<file path="src/hw/rtl/obpoc_pkg.sv">
package obpoc_pkg;

    localparam int QTY_BITS = 32;

    localparam logic SIDE_BID = 1'b0;
    localparam logic SIDE_ASK = 1'b1;

    typedef enum logic [1:0] {
        ST_CLEAR,
        ST_IDLE,
        ST_SCAN,
        ST_WRITE
    } t_state;

    // Control from the sequencer to one side table.
    typedef struct packed {
        logic clear;     // clearing pass: invalidate the entry at the address
        logic start;     // new update: restart lookup and best tracking
        logic rd_en;     // read the entry at the address
        logic match_en;  // this side is the side of the current update
        logic commit;    // apply the update to the table
        logic qty_zero;  // the update deletes its level
    } t_side_ctl;

    // Status from one side table, valid once the scan has drained.
    typedef struct packed {
        logic have;      // side holds a level after the update
        logic full;      // insert found no free entry
    } t_side_sts;

endpackage

</file>
<file path="src/hw/rtl/obpoc_side.sv">
module obpoc_side #(
    parameter int DEPTH      = 64,
    parameter int PRICE_BITS = 32,
    parameter bit WANT_MAX   = 1'b1
) (
    input  logic                                i_clk,
    input  logic                                i_rst_n,
    input  obpoc_pkg::t_side_ctl                i_ctl,
    input  logic [$clog2(DEPTH)-1:0]            i_addr,
    input  logic [PRICE_BITS-1:0]               i_price,
    input  logic [obpoc_pkg::QTY_BITS-1:0]      i_qty,
    output obpoc_pkg::t_side_sts                o_sts,
    output logic [PRICE_BITS-1:0]               o_best
);

    localparam int IW = $clog2(DEPTH);

    // Each word holds a valid flag above the price.
    logic [PRICE_BITS:0]               r_mem  [DEPTH];
    logic [obpoc_pkg::QTY_BITS-1:0]    r_qmem [DEPTH];

    logic [PRICE_BITS:0]    r_word;
    logic                   r_rd_vld;
    logic [IW-1:0]          r_rd_idx;

    logic                   r_hit;
    logic [IW-1:0]          r_hit_idx;
    logic                   r_free;
    logic [IW-1:0]          r_free_idx;
    logic                   r_any;
    logic [PRICE_BITS-1:0]  r_best;

    logic                   rd_valid_bit;
    logic [PRICE_BITS-1:0]  rd_price;
    logic                   rd_match;
    logic                   take_hit;
    logic                   take_free;
    logic                   take_best;
    logic                   add_level;

    logic                   wr_en;
    logic [IW-1:0]          wr_addr;
    logic [PRICE_BITS:0]    wr_word;
    logic                   qwr_en;
    logic [IW-1:0]          qwr_addr;

    function automatic logic better(input logic [PRICE_BITS-1:0] a,
                                    input logic [PRICE_BITS-1:0] b);
        if (WANT_MAX) begin
            return $signed(a) > $signed(b);
        end else begin
            return $signed(a) < $signed(b);
        end
    endfunction

    assign rd_valid_bit = r_word[PRICE_BITS];
    assign rd_price     = r_word[PRICE_BITS-1:0];
    assign rd_match     = i_ctl.match_en && (rd_price == i_price);

    assign take_hit  = r_rd_vld && rd_valid_bit && rd_match && !r_hit;
    assign take_free = r_rd_vld && !rd_valid_bit && !r_free;
    // The level being updated is left out of the fold and added back below
    // when it survives the update, so a delete drops it from the best.
    assign take_best = r_rd_vld && rd_valid_bit && !rd_match &&
                       (!r_any || better(rd_price, r_best));

    assign add_level = i_ctl.match_en && !i_ctl.qty_zero && (r_hit || r_free);

    always_comb begin
        o_sts.have = r_any || add_level;
        o_sts.full = i_ctl.match_en && !i_ctl.qty_zero && !r_hit && !r_free;
        if (add_level && (!r_any || better(i_price, r_best))) begin
            o_best = i_price;
        end else begin
            o_best = r_best;
        end
    end

    always_comb begin
        wr_en    = 1'b0;
        wr_addr  = i_addr;
        wr_word  = {1'b0, i_price};
        qwr_en   = 1'b0;
        qwr_addr = r_hit_idx;
        if (i_ctl.clear) begin
            wr_en = 1'b1;
        end else if (i_ctl.commit && i_ctl.match_en) begin
            if (i_ctl.qty_zero) begin
                wr_en   = r_hit;
                wr_addr = r_hit_idx;
            end else if (r_hit) begin
                qwr_en = 1'b1;
            end else if (r_free) begin
                wr_en    = 1'b1;
                wr_addr  = r_free_idx;
                wr_word  = {1'b1, i_price};
                qwr_en   = 1'b1;
                qwr_addr = r_free_idx;
            end
        end
    end

    always_ff @(posedge i_clk) begin
        if (wr_en) begin
            r_mem[wr_addr] <= wr_word;
        end
        if (qwr_en) begin
            r_qmem[qwr_addr] <= i_qty;
        end
        if (i_ctl.rd_en) begin
            r_word <= r_mem[i_addr];
        end
        r_rd_idx <= i_addr;
    end

    always_ff @(posedge i_clk) begin
        if (!i_rst_n) begin
            r_rd_vld <= 1'b0;
            r_hit    <= 1'b0;
            r_free   <= 1'b0;
            r_any    <= 1'b0;
        end else begin
            r_rd_vld <= i_ctl.rd_en;
            if (i_ctl.start) begin
                r_hit  <= 1'b0;
                r_free <= 1'b0;
                r_any  <= 1'b0;
            end else begin
                if (take_hit) begin
                    r_hit <= 1'b1;
                end
                if (take_free) begin
                    r_free <= 1'b1;
                end
                if (take_best) begin
                    r_any <= 1'b1;
                end
            end
        end
    end

    always_ff @(posedge i_clk) begin
        if (take_hit) begin
            r_hit_idx <= r_rd_idx;
        end
        if (take_free) begin
            r_free_idx <= r_rd_idx;
        end
        if (take_best) begin
            r_best <= rd_price;
        end
    end

endmodule

</file>
<file path="config.mk">
export PLATFORM = sky130hd
export DESIGN_NAME = obpoc_side
export DESIGN_NICKNAME = d
export VERILOG_FILES = /design/src/hw/rtl/obpoc_pkg.sv /design/src/hw/rtl/obpoc_side.sv
export SDC_FILE = /design/constraint.sdc
export NUM_CORES = 2
export LEC_CHECK = 0
export ABC_AREA = 1
export BUFFER_PORTS_ARGS = -buffer_cell sky130_fd_sc_hd__buf_2
export CORE_AREA = 2 2 423 425
export DETAILED_ROUTE_END_ITERATION = 7
export DIE_AREA = 0 0 425 427
export PLACE_DENSITY = 0.68
export SLEW_MARGIN = 10
export SYNTH_ARGS = -nofsm -noshare
export SYNTH_HDL_FRONTEND = slang
export SYNTH_SLANG_ARGS = --single-unit
</file>
<file path="constraint.sdc">
create_clock -name i_clk -period 3.6 [get_ports i_clk]
set_clock_uncertainty 0.1 [all_clocks]
set_input_delay 0.36 -clock i_clk [delete_from_list [all_inputs] [get_ports i_clk]]
set_output_delay 0.36 -clock i_clk [all_outputs]
set_load 0.02 [all_outputs]
</file>
# == Yosys cells after proc, flatten, opt, wreduce, memory -nomap -nowiden ==
# Memories as Yosys holds them, arrays and structs flattened. A register that Yosys moved wholly into a read port is not among the register bits.
# Index checks and enable logic that the tools add are counted.
# totals
reg_bits,54
ram_bits,2112
inputBits,78
out_inout_bits,34
wordCells,56
mem_count,1
# memory_table
memory,words,width,read_ports,rd_clocked_by_memory_dff,wr,line,source
r_mem,64,33,1,1,1,obpoc_side.sv:19,logic [PRICE_BITS:0] r_mem [DEPTH];
# classes
n_lt_le_gt_ge,2
eq_ne,1
mux,18
bitwise_logic,1
n_reduce_logical,25
# ops
op,n
2-to-1 mux 33 bit,5
> comparator 32 bit,2
equality test 32 bit,1
2-to-1 mux 32 bit,1
2-to-1 mux 6 bit,5
logical AND 1 bit,14
2-to-1 mux 1 bit,7
zero test 1 bit,6
logical OR 1 bit,4
OR reduction 2 bit,1
NOT 1 bit,1

# == Depth between registers and ports, before layout ==
# depth
ltp_word,7
mapped_depth,20
mapped_depth_nobuf,19

# == Worst setup path before layout ==
# Ideal clock, no wire load.
# synth_timing
path_kind,flip-flop to flip-flop
start,"register r_word[27], read port of r_mem"
end,register r_best[0] (enable)
setup_time_ns,0.432
arrival_time_ns,3.001
required_ns,3.068
path_slack_ns,0.067
stages_incl_launch_ff,10
path_buffers,0
period_less_slack_ns,3.533
cell_sequence,edfxtp_1 -> ha_1 -> a21oi_1 -> o21ai_0 -> a21oi_1 -> a21boi_0 -> nand2_1 -> nand2_1 -> nand3_1 -> a21oi_1
# synth_via
elab_chain_cells,5
elab_cells_between_ends,7
classes_between,1 x order compare; 1 x eq/ne; 5 x reduce/logical
# synth_lines
item,line,source
"start, declared",obpoc_side.sv:22,logic [PRICE_BITS:0] r_word;
branches (longest 4 deep; another with > comparator 32 bit),n/a,
logical AND 1 bit *,obpoc_side.sv:64,assign take_best = r_rd_vld && rd_valid_bit && !rd_match &&
named net take_best,obpoc_side.sv:38,logic take_best;
"end signal, assigned",obpoc_side.sv:150,r_best <= rd_price;
"end, declared",obpoc_side.sv:31,logic [PRICE_BITS-1:0] r_best;
# Mark *: on every way through the listed nets, which the timed path passes.
# A chain may end at the register's enable or synchronous reset.

# == Worst setup path in the final report ==
# layout_timing
start,register r_best[31]
end,output port o_best[11]
# layout_via
elab_chain_cells,4
# layout_lines
item,line,source
> comparator 32 bit,obpoc_side.sv:50,return $signed(a) > $signed(b);
logical OR 1 bit,obpoc_side.sv:72,"if (add_level && (!r_any || better(i_price, r_best))) begin"
logical AND 1 bit,obpoc_side.sv:72,
2-to-1 mux 32 bit,obpoc_side.sv:72,
"end, declared",obpoc_side.sv:13,output logic [PRICE_BITS-1:0] o_best
# No other way between the ends.

==> flow_summary_export.csv <==
group,metric,value,unit
status,outcome,"finished with violations",
status,violations,"setup timing",
finish,fin_nets,7195,
timing,finalMaxSlewViolations,0,
floorplan,start_util,49.55,%
timing,max_clock_freq,263.1,MHz
pwr,power.leakage,33.57,nW
clocking,cts-buffers-inserted,212,
routing,via_count,60113,
place,numPlacedInstances,9141,
yosys,synth.most_common_cell,"edfxtp_1",
yosys,synthCells,6829,
yosys,ys_async_sr_fraction,0,%
timing,finalSetupViolations,32,
timing,worst_pin_slew,1.001,ns
setup_path,cp_cell_sequence,"inv_2 > ha_4 > nand2_4 > nor2_4 > nand2_2 > nor4_4 > buf_4 > nand4_1 > nand3_2 > nand2_4 > nand2_8 > buf_12 > nand2_2 > nand2_2 > buf_6",
grt,track_usage,30.00,%
routing,drt-initial-drc-count,9190,
floorplan,die_w,425,um
min_path,hold_class,"in2reg",
finish,drive_above_1_share,12.58,%
pwr,cellPowerDensity,536.5,nW/um^2
clocking,cts_tree,"yes",
finish,final_cells,9593,
place,port_buffers,79,
setup_path,cp_common_cell,"nand2_2",
clocking,clk_pin_slew,0.06,ns
pwr,cellInternalPower,41.96,mW
yosys,yosysWarnings,0,
place,dpl_worst_slack,0.2493,ns
floorplan,die_h,427,um
setup_path,max_stage_delay,0.38,ns
clocking,htree_levels,4,
setup_path,crit_path_max_fanout,7,
pwr,pwr-share-clk,40.6,%
routing,route.detailed.drc,0,
clocking,root_buffer,"clkbuf_16",
yosys,yosysTopAreaCellShare,74.84,%
yosys,synth_edf_count,2189,
routing,wl_per_cell,28.74,um
grt,grt_max_degree,112,
setup_path,critical_path_class,"reg2out",
routing,via_per_inst,6.266,
grt,antenna_found_initial,27,
timing,hold_violations,0,
job,drv_cap,0,
yosys,synth_flop_cell,"edfxtp_1",
setup_path,slowest_stage,"edfxtp_1",
timing,post-route-min-period,3.801,ns
yosys,syn_avg_cell_area,12.86,sq um
pwr,p_sw_share,23.32,%
setup_path,cp.arrival,3.34,ns
place,gp_congestion,0.9782,
floorplan,rows,155,
timing,rsz0062_at_grt,"yes",
timing,timing.slew.headroom,33.29,%
floorplan,dieArea,181500,sq um
clocking,clock_path_buffers,3,
pwr,irDropWorstVdd,503.9,uV
grt,grt_overflow,0,
timing,fin_ws,-0.2015,ns
yosys,netlist_area,87830,sq um
clocking,worstSkewPairLatency,0.90,ns
floorplan,core_area,177300,sq um
timing,period_share,105.6,%
pwr,sequentialPowerShare,52.0,%
timing,tns,-5.298,ns
pwr,combPwrFrac,7.4,%
clocking,cts_sinks,2199,
yosys,syn-num-nets,6971,
finish,seqCellArea,65930,sq um
yosys,ys_top_cells_by_count,"edfxtp_1, nor2_1, o21ai_0, o22ai_1, nand2_1",
yosys,synthTopCellsByArea,"edfxtp_1, o21ai_0, nor2_1",
finish,multi_input_area,20460,sq um
setup_path,worstSetupEndpointType,"primary output",
finish,syn_to_final_growth,16.12,%
yosys,synth_cell_type_count,42,
setup_path,required,3.14,ns
routing,first_pass_iters,8,
grt,first_global_vias,55823,
pwr,p_sw,12.76,mW
setup_path,critPathLaunchType,"register",
floorplan,ioPinCount,112,
yosys,yosysSeqAreaShare,75.07,%
grt,grt_pass1_wl,392.0,mm
yosys,synth.ff_latch_count,2199,
routing,ant_nets,0,
routing,wl,275.7,mm
place,place_hpwl,160.8,mm
finish,fillers,13801,
yosys,yosysTopAreaCell,"edfxtp_1",
## repair_timing
item / CTS / global route
resized for setup: 110 / 50
endpoints found under the setup margin: 32 / 32
buffers inserted: 30 / 5
endpoints found under the hold margin: 128 / 0
pin swaps: 13 / 14
cloned: 2 / 1
hold buffers: 16 / 0
## final timing paths
kind	start	to	slack (ns)	cells after the start
worst max register to register	r_free	r_mem[41][32]	0.65	11
worst max-delay path	r_best[31]	o_best[11]	-0.20	15
worst min-delay path	i_price[13]	r_mem[42][13]	0.07	2
worst min register to register	r_rd_idx[0]	r_free_idx[0]	0.33	0
## power by group through the flow
stage / combinational (mW) / clock [mW] / sequential, mW
after detailed placement: 3.83 / 0 / 29.0
after global placement: 3.77 / 0 / 29.0
final: 4.05 / 22.2 / 28.5
after CTS: 3.94 / 22.3 / 28.4
after floorplan: 1.85 / 0 / 29.0
after global routing: 4.27 / 23.3 / 28.4
## metrics by stage
step / util [%] / hold WS (ns) / power [mW] / area (sq um)
2_1_floorplan: - / 0.2877 / 30.82 / 87830
3_3_place_gp: 53.00 / 0.3068 / 32.77 / 93950
3_5_place_dp: 53.00 / 0.3142 / 32.84 / 93950
4_1_cts: 57.41 / 0.005766 / 54.73 / 101800
5_1_grt: 57.53 / 0.02131 / 56.03 / 102000
6_report: 57.54 / 0.06769 / 54.72 / 102000
## cell usage in the layout (no fill, tap or decap), types with 8 or more instances in the layout
| master | n |
|---|---|
| a21oi_1 | 51 |
| and2_1 | 9 |
| buf_12 | 127 |
| buf_2 | 42 |
| buf_4 | 255 |
| buf_6 | 33 |
| bufinv_16 | 20 |
| clkbuf_1 | 46 |
| clkbuf_16 | 216 |
| clkinv_1 | 51 |
| clkinv_16 | 8 |
| clkinv_2 | 38 |
| clkinvlp_4 | 8 |
| dfxtp_1 | 10 |
| dlygate4sd3_1 | 16 |
| edfxtp_1 | 2189 |
| ha_1 | 55 |
| ha_4 | 9 |
| inv_1 | 74 |
| inv_2 | 10 |
| nand2_1 | 439 |
| nand2_2 | 35 |
| nand2_4 | 14 |
| nand3_1 | 268 |
| nand4_1 | 17 |
| nor2_1 | 1220 |
| nor2_4 | 65 |
| nor3_1 | 13 |
| o211ai_1 | 10 |
| o21ai_0 | 1086 |
| o21ai_1 | 135 |
| o22ai_1 | 583 |
| xor2_1 | 12 |
## final cells by class
class / count / area share (%)
well taps: 2355 / 2.889
multi-input cells: 4073 / 20.06
flip-flops and latches: 2199 / 64.65
repair buffers: 479 / 5.208
inverters: 88 / 0.3595
clock buffers: 263 / 5.472
diodes: 5 / 0.01227
clock inverters: 131 / 1.350
## worst max-delay path, delay by kind of cell, from the launching register on
| family | cells | cell delay, ns |
|---|---|---|
| buf+inv | 4 | 0.53 |
| flops | 1 | 0.38 |
| fa+ha+maj | 1 | 0.29 |
| simple gates | 10 | 1.23 |
## routing by layer
| layer | global-route usage, % | share of wire (%) | vias up |
|---|---|---|---|
| li1 | - | - | 25792 |
| met1 | 40.15 | 37 | 29675 |
| met2 | 46.39 | 46 | 3992 |
| met3 | 6.585 | 12 | 638 |
| met4 | 15.37 | 5.4 | 16 |
| met5 | 0 | 0.041 | - |
## sequential cells by signal (all words and copies together), names as in the netlist, 6 cells and up
name,flops
r_word,33
r_rd_idx,6
r_mem,2112
r_free_idx,6
r_hit_idx,6
r_best,32
## kinds of logic after synthesis
kind of cell               synth area share [%]
adders and majority gates                0.9117
buffers and inverters                     2.633
DFF                                       75.07
xor gates and xnor gates                 0.1396
AOI/OAI and AO/OA                         11.76
and+or+nand+nor                           9.490
Power figures use the tool's default switching activity.
